File: src/ifdc_pkg.sv
// Package for the info frame deframer/checker: register indexes, reset values,
// phase encoding and the result record. No dependencies.
package ifdc_pkg;

  localparam int unsigned CfgIdxW = 3;

  typedef enum logic [CfgIdxW-1:0] {
    CFG_FLAG     = 3'd0,
    CFG_ESCAPE   = 3'd1,
    CFG_MASK     = 3'd2,
    CFG_ADDRESS  = 3'd3,
    CFG_CTRL_S0  = 3'd4,
    CFG_CTRL_S1  = 3'd5
  } cfg_idx_t;

  localparam logic [7:0] FlagRst    = 8'h7E;
  localparam logic [7:0] EscapeRst  = 8'h7D;
  localparam logic [7:0] MaskRst    = 8'h20;
  localparam logic [7:0] AddressRst = 8'h03;
  localparam logic [7:0] CtrlS0Rst  = 8'h00;
  localparam logic [7:0] CtrlS1Rst  = 8'h40;

  localparam logic KindPayload = 1'b0;
  localparam logic KindReport  = 1'b1;

  typedef enum logic [1:0] {
    REPLY_RR0  = 2'd0,
    REPLY_RR1  = 2'd1,
    REPLY_REJ0 = 2'd2,
    REPLY_REJ1 = 2'd3
  } reply_t;

  typedef enum logic [5:0] {
    PH_HUNT = 6'b000001,
    PH_FLAG = 6'b000010,
    PH_ADDR = 6'b000100,
    PH_CTRL = 6'b001000,
    PH_HDR  = 6'b010000,
    PH_DATA = 6'b100000
  } phase_t;

  typedef struct packed {
    logic [7:0] flag_value;
    logic [7:0] escape_value;
    logic [7:0] stuff_mask;
    logic [7:0] address_value;
    logic [7:0] control_seq_zero;
    logic [7:0] control_seq_one;
  } cfg_t;

  typedef struct packed {
    logic       item_kind;
    logic [7:0] payload_byte;
    logic       check_good;
    logic       sequence_bit;
    reply_t     reply_code;
  } result_t;

endpackage

File: src/ifdc_core.sv
// Per-byte deframer: header hunt, destuffing, one-byte hold-back and check.
// Depends on ifdc_pkg.
module ifdc_core
  import ifdc_pkg::*;
(
  input  logic       clk,
  input  logic       rst_n,
  input  cfg_t       cfg,
  input  logic       acc,
  input  logic [7:0] rx_byte,
  output logic       res_valid,
  output result_t    res
);

  phase_t     phase_r, phase_nxt;
  logic       seq_r, seq_nxt;
  logic       esc_r, esc_nxt;
  logic [7:0] chk_r, chk_nxt;
  logic [7:0] held_r, held_nxt;
  logic       held_vld_r, held_vld_nxt;

  logic       is_flag;
  logic [7:0] ctrl_exp;
  logic [7:0] dstuf;
  logic       good;

  assign is_flag  = (rx_byte == cfg.flag_value);
  assign ctrl_exp = seq_r ? cfg.control_seq_one : cfg.control_seq_zero;
  assign good     = held_vld_r && (chk_r == 8'd0);

  always_comb begin
    dstuf = rx_byte;
    if (esc_r) begin
      if (rx_byte == (cfg.flag_value ^ cfg.stuff_mask)) begin
        dstuf = cfg.flag_value;
      end else if (rx_byte == (cfg.escape_value ^ cfg.stuff_mask)) begin
        dstuf = cfg.escape_value;
      end
    end
  end

  always_comb begin
    phase_nxt    = phase_r;
    seq_nxt      = seq_r;
    esc_nxt      = esc_r;
    chk_nxt      = chk_r;
    held_nxt     = held_r;
    held_vld_nxt = held_vld_r;
    res_valid    = 1'b0;
    res          = '{item_kind: KindPayload, payload_byte: 8'd0, check_good: 1'b0,
                     sequence_bit: seq_r, reply_code: REPLY_RR0};
    unique case (phase_r)
      PH_FLAG: begin
        if (rx_byte == cfg.address_value) begin
          phase_nxt = PH_ADDR;
        end else if (!is_flag) begin
          phase_nxt = PH_HUNT;
        end
      end
      PH_ADDR: begin
        if (rx_byte == cfg.control_seq_zero) begin
          seq_nxt   = 1'b0;
          phase_nxt = PH_CTRL;
        end else if (rx_byte == cfg.control_seq_one) begin
          seq_nxt   = 1'b1;
          phase_nxt = PH_CTRL;
        end else if (is_flag) begin
          phase_nxt = PH_FLAG;
        end else begin
          phase_nxt = PH_HUNT;
        end
      end
      PH_CTRL: begin
        if (rx_byte == (cfg.address_value ^ ctrl_exp)) begin
          phase_nxt    = PH_HDR;
          esc_nxt      = 1'b0;
          chk_nxt      = 8'd0;
          held_vld_nxt = 1'b0;
          held_nxt     = 8'd0;
        end else if (is_flag) begin
          phase_nxt = PH_FLAG;
        end else begin
          phase_nxt = PH_HUNT;
        end
      end
      PH_HDR, PH_DATA: begin
        if (is_flag) begin
          if (phase_r == PH_DATA) begin
            res_valid        = 1'b1;
            res.item_kind    = KindReport;
            res.check_good   = good;
            res.reply_code   = good ? (seq_r ? REPLY_RR0 : REPLY_RR1)
                                    : (seq_r ? REPLY_REJ1 : REPLY_REJ0);
            phase_nxt        = PH_FLAG;
            esc_nxt          = 1'b0;
            held_vld_nxt     = 1'b0;
          end
        end else begin
          phase_nxt = PH_DATA;
          if (rx_byte == cfg.escape_value) begin
            esc_nxt = 1'b1;
          end else begin
            esc_nxt          = 1'b0;
            res_valid        = held_vld_r;
            res.payload_byte = held_r;
            held_nxt         = dstuf;
            held_vld_nxt     = 1'b1;
            chk_nxt          = chk_r ^ dstuf;
          end
        end
      end
      default: begin
        phase_nxt = is_flag ? PH_FLAG : PH_HUNT;
      end
    endcase
  end

  always_ff @(posedge clk) begin
    if (!rst_n) begin
      phase_r    <= PH_HUNT;
      seq_r      <= 1'b0;
      esc_r      <= 1'b0;
      chk_r      <= 8'd0;
      held_r     <= 8'd0;
      held_vld_r <= 1'b0;
    end else if (acc) begin
      phase_r    <= phase_nxt;
      seq_r      <= seq_nxt;
      esc_r      <= esc_nxt;
      chk_r      <= chk_nxt;
      held_r     <= held_nxt;
      held_vld_r <= held_vld_nxt;
    end
  end

  // escape is only pending inside the data field
  a_esc_in_data: assert property (@(posedge clk) disable iff (!rst_n)
    esc_r |-> (phase_r == PH_DATA)) else $error("escape pending outside data");
  // a held byte only exists while in the data field
  a_held_in_data: assert property (@(posedge clk) disable iff (!rst_n)
    held_vld_r |-> (phase_r == PH_DATA)) else $error("held byte outside data");
  // a report closes the frame back to the flag phase
  a_report_close: assert property (@(posedge clk) disable iff (!rst_n)
    (acc && res_valid && res.item_kind == KindReport) |=> (phase_r == PH_FLAG))
    else $error("report did not close frame");

endmodule

File: src/info_frame_deframer_checker_top.sv
// Top level of the info frame deframer/checker: config registers, core and
// a two-entry output stage (output register plus skid). Depends on ifdc_pkg, ifdc_core.
// Results are registered in the output register, or the skid entry while out_* stalls.
// Throughput: one byte per cycle while the skid is empty, so in_tready stays high while
// one result waits. Reset (rst_n low, synchronous) restores default registers and hunt.
module info_frame_deframer_checker_top
  import ifdc_pkg::*;
(
  input  logic        clk,
  input  logic        rst_n,
  input  logic        in_tvalid,
  output logic        in_tready,
  input  logic [7:0]  in_tdata,   // [7:0] rx_byte
  output logic        out_tvalid,
  input  logic        out_tready,
  output logic [15:0] out_tdata,  // [7:0] payload_byte, [8] check_good,
                                  // [9] sequence_bit, [11:10] reply_code, [15:12] zero
  output logic        out_tuser,  // [0] item_kind
  input  logic        cfg_valid,
  output logic        cfg_ready,
  input  logic [CfgIdxW-1:0] cfg_index,
  input  logic [7:0]  cfg_data
);

  cfg_t    cfg_r;
  logic    in_acc;
  logic    res_valid;
  result_t res;
  result_t out_r, skid_r;
  logic    out_vld_r, skid_vld_r;
  logic    out_take;

  assign cfg_ready = 1'b1;

  always_ff @(posedge clk) begin
    if (!rst_n) begin
      cfg_r <= '{flag_value: FlagRst, escape_value: EscapeRst, stuff_mask: MaskRst,
                 address_value: AddressRst, control_seq_zero: CtrlS0Rst,
                 control_seq_one: CtrlS1Rst};
    end else if (cfg_valid) begin
      unique case (cfg_index)
        CFG_FLAG:    cfg_r.flag_value       <= cfg_data;
        CFG_ESCAPE:  cfg_r.escape_value     <= cfg_data;
        CFG_MASK:    cfg_r.stuff_mask       <= cfg_data;
        CFG_ADDRESS: cfg_r.address_value    <= cfg_data;
        CFG_CTRL_S0: cfg_r.control_seq_zero <= cfg_data;
        CFG_CTRL_S1: cfg_r.control_seq_one  <= cfg_data;
        default: ;
      endcase
    end
  end

  assign in_tready = !skid_vld_r;
  assign in_acc    = in_tvalid && in_tready;
  assign out_take  = out_vld_r && out_tready;

  ifdc_core u_core (
    .clk       (clk),
    .rst_n     (rst_n),
    .cfg       (cfg_r),
    .acc       (in_acc),
    .rx_byte   (in_tdata),
    .res_valid (res_valid),
    .res       (res)
  );

  always_ff @(posedge clk) begin
    if (!rst_n) begin
      out_vld_r  <= 1'b0;
      skid_vld_r <= 1'b0;
    end else begin
      if (!out_vld_r || out_take) begin
        if (skid_vld_r) begin
          out_vld_r  <= 1'b1;
          skid_vld_r <= 1'b0;
        end else begin
          out_vld_r <= in_acc && res_valid;
        end
      end else if (in_acc && res_valid) begin
        skid_vld_r <= 1'b1;
      end
    end
  end

  always_ff @(posedge clk) begin
    if (!out_vld_r || out_take) begin
      out_r <= skid_vld_r ? skid_r : res;
    end
    if (!skid_vld_r) begin
      skid_r <= res;
    end
  end

  assign out_tvalid = out_vld_r;
  assign out_tuser  = out_r.item_kind;
  assign out_tdata  = {4'd0, out_r.reply_code, out_r.sequence_bit, out_r.check_good,
                       out_r.payload_byte};

  a_skid_behind_out: assert property (@(posedge clk) disable iff (!rst_n)
    skid_vld_r |-> out_vld_r) else $error("skid full with output empty");
  a_skid_drains: assert property (@(posedge clk) disable iff (!rst_n)
    (skid_vld_r && out_tready) |=> (out_vld_r && !skid_vld_r))
    else $error("skid entry not moved forward");
  a_report_fields: assert property (@(posedge clk) disable iff (!rst_n)
    (out_vld_r && out_r.item_kind == KindReport) |-> (out_r.payload_byte == 8'd0))
    else $error("report carries payload");
  a_payload_fields: assert property (@(posedge clk) disable iff (!rst_n)
    (out_vld_r && out_r.item_kind == KindPayload) |->
      (!out_r.check_good && out_r.reply_code == REPLY_RR0))
    else $error("payload item carries report fields");

endmodule
File: config.mk
export PLATFORM = sky130hd
export DESIGN_NAME = info_frame_deframer_checker_top
export DESIGN_NICKNAME = d
export VERILOG_FILES = /design/src/ifdc_pkg.sv /design/src/ifdc_core.sv /design/src/info_frame_deframer_checker_top.sv
export SDC_FILE = /design/constraint.sdc
export NUM_CORES = 1
export LEC_CHECK = 0
export ABC_AREA = 1
export BUFFER_PORTS_ARGS = -buffer_cell sky130_fd_sc_hd__buf_2
export CORE_UTILIZATION = 45
export DETAILED_ROUTE_END_ITERATION = 8
export PLACE_DENSITY_LB_ADDON = 0.1
export SLEW_MARGIN = 30
export SYNTH_ARGS = -nofsm -noshare
export SYNTH_HDL_FRONTEND = slang
export SYNTH_HIERARCHICAL = 1
export SYNTH_SLANG_ARGS = --single-unit
File: constraint.sdc
create_clock -name clk -period 2.1 [get_ports clk]
set_input_delay 0.315 -clock clk [delete_from_list [all_inputs] [get_ports clk]]
set_output_delay 0.315 -clock clk [all_outputs]
set_load 0.02 [all_outputs]
==> impl_metrics.yaml <==
timing:
  fmax_ghz: 0.513
  period_needed_ps: 1950
  fin_skew_ps: 10.9
  setup_slack_ps: 150
  timing.final.max_slew_violations: 0
  fin_crit_sh_pct: 92.9
  tightest_slew_ps: 599
  finalSetupViolCount: 0
  setup_tns_ps: 0
  hold_viol_final: 0
  relSlewSlack_pct: 60.0
floorplanning:
  die_w_um: 117
  core_um2: 12700
  start_util_pct: 46.6
  die_h_um: 117
  rows: 41
  dieArea_um2: 13700
  pin_count: 44
drt:
  routed_wl_um: 16900
  viasPerCell: 5.03
  wl_per_cell_um: 14.3
  ant_nets: 0
  first_iter_violations: 433
  drtPass1Iterations: 7
  drc: 0
  vias: 5959
yosys:
  yosysWarnings: 6
  seq_area_frac_synth_pct: 36.3
  yosysTopAreaCell: "dfxtp_1"
  synth_commonest_cells: "nand2_1 (399), nor2_1 (113), nand3_1 (107), inv_1 (92), dfxtp_1 (88)"
  ys.flop_type: "dfxtp_1"
  syn_inst: 961
  synth.top_cell.area_share_pct: 29.7
  synth_cell_type_count: 40
  ys_seq_elements: 101
  synth_edf_count: 13
  synthTopCellsByArea: "dfxtp_1 (30%), nand2_1 (25%), nand3_1 (9.0%), nor2_1 (7.1%), edfxtp_1 (6.6%)"
  async_flop_share_pct: 0
  synth_area_um2: 5930
  syn_avg_cell_area_um2: 6.18
  yosysMostFrequentCell: "nand2_1"
clock_network:
  cts.sinks: 101
  h-tree-depth: 3
  cts_buffers: 9
  cts_tree: "done"
  cts_buffer_depth: 2
  clkLatencyLatePin_ps: 370
  cts-root-buf: "clkbuf_16"
  cts.clk_slew.worst_paths_ps: 80
placement:
  gp_congestion: 0.975
  preCtsSetupSlack_ps: -1.22
  portBuffers: 38
  hpwl_um: 13100
  dpl_cell_area_um2: 6360
global_routing:
  grt_pass1_vias: 5334
  grt_pass1_wl_um: 27200
  grt-ovfl-total: 0
  antenna_found_initial: 1
  grt_max_degree: 26
  track_usage_pct: 26.6
worst_setup_path:
  crit_family: "simple AND/OR/NAND/NOR gates"
  path_buf_inv: 2
  crit_chain: "or2_1 -> nand2_1 -> nand2_1 -> nor2_1 -> nand2_2 -> inv_1 -> nor2_1 -> inv_1 -> nor2_1 -> nand2_1 -> nand2_1"
  crit_slowest_cell: "dfxtp_2"
  startpoint_type: "register"
  crit_type: "reg -> reg"
  required_ps: 2220
  cp.arrival_ps: 2070
  path_max_fanout: 8
  path_common_cell: "nand2_1"
  cpPeakStageDelay_ps: 360
  critPathCaptureType: "register"
outcome:
  status: "complete, no violations"
cells_and_area:
  drive_above_1_share_pct: 13.1
  areaGrowthSynthToFinish_pct: 13.4
  finalInstanceArea_um2: 6730
  fin_nets: 1030
pwr:
  finalPower_mw: 4.29
  cellLeakagePower_nw: 3.36
  peakVddDrop_mv: 0.459
  power_density_nw_per_um2: 638
run:
  maxCapViolations: 0
min_path:
  min_path_type: "in -> reg"
what timing repair did:
item	4_1_cts	5_1_grt
buffers inserted	0	1
endpoints found under the hold margin	0	0
endpoints found under the setup margin	0	22
gates resized for setup	0	15
hold buffers	0	0
registers in the layout (all words and copies together) (netlist names):
name               count
skid_vld_r             1
out_tuser              1
cfg_r                 48
u_core/seq_r           1
u_core/held_vld_r      1
u_core/chk_r           8
out_tdata             12
u_core/esc_r           1
u_core/phase_r         6
out_tvalid             1
skid_r                13
u_core/held_r          8
cells by family after synthesis:
logic type	after synthesis	share of synthesized area, %
flops	101	36.3
simple gates	671	48.1
other cells	2	0.127
buf+inv	142	10.4
xor+xnor	12	1.77
compound gates	33	3.29
routing by layer:
layer	up-vias	part of all wire [%]	routed length, um	GRT usage (%)
met1	2687	45	7570	34.2
met3	29	5.7	958	3.50
met2	182	46	7830	44.5
met5	-	0	0	0
met4	0	3.3	555	11.9
li1	3061	-	-	-
worst paths after layout:
path	start	endpoint	slack, ps	cells past startpoint
max	cfg_r[40]	out_tdata[5]	150	11
min	cfg_data[3]	cfg_r[35]	190	3
max reg2reg	cfg_r[40]	out_tdata[5]	150	11
min reg2reg	skid_r[0]	skid_r[0]	450	2
placed cells by master (no fill, tap or decap), types with 3 or more instances in the layout:
cell,Yosys,routed
clkbuf_16,0,9
nor2_4,9,10
inv_4,1,3
buf_2,9,38
o21ai_0,3,3
dfxtp_1,88,84
a21oi_1,16,16
or2_1,4,4
nor2_1,113,110
inv_2,13,11
nand3_1,107,107
clkinv_8,0,3
inv_1,92,92
nand2_2,4,7
conb_1,2,5
edfxtp_1,13,13
nand4_1,18,18
nand2_1,399,396
nor2_2,5,7
xor2_1,10,10
buf_4,13,24
o21ai_1,5,5
nor3_1,3,3
dfxtp_2,0,4
layout make-up:
| cell class | instances | area [um2] |
|---|---|---|
| Timing Repair Buffer | 64 | 410 |
| Clock buffer | 9 | 225 |
| Sequential cell | 101 | 2160 |
| Inverter | 109 | 418 |
| Fill cell | 1386 | 5990 |
| Antenna cell | 1 | 2.50 |
| Clock inverter | 7 | 91.3 |
| Tap cell | 172 | 215 |
| Multi-Input combinational cell | 721 | 3210 |
power by group:
group	total (mW)	switching (mW)	internal, mW	leakage [nW]
clock	1.74	0.877	0.862	0.152
combinational	0.526	0.359	0.167	2.33
sequential	2.03	0.0428	1.98	0.874
stage by stage:
step | util, % | instances | hold WS (ps)
global placement | 50.0 | 1166 | 434
global route | 52.9 | 1183 | 206
finish | 52.9 | 1184 | 188
detailed placement | 50.0 | 1166 | 439
floorplan | - | 964 | 414
CTS | 52.5 | 1182 | 179
worst register-to-register path: stages, from the launching register on:
cell and delay, ps:
dfxtp_2 360, or2_1 250, nand2_1 80, nand2_1 70, nor2_1 190, nand2_2 140, inv_1 100, nor2_1 60
inv_1 180, nor2_1 120, nand2_1 80, nand2_1 60
Note: power is estimated with default switching activity, not from simulation.
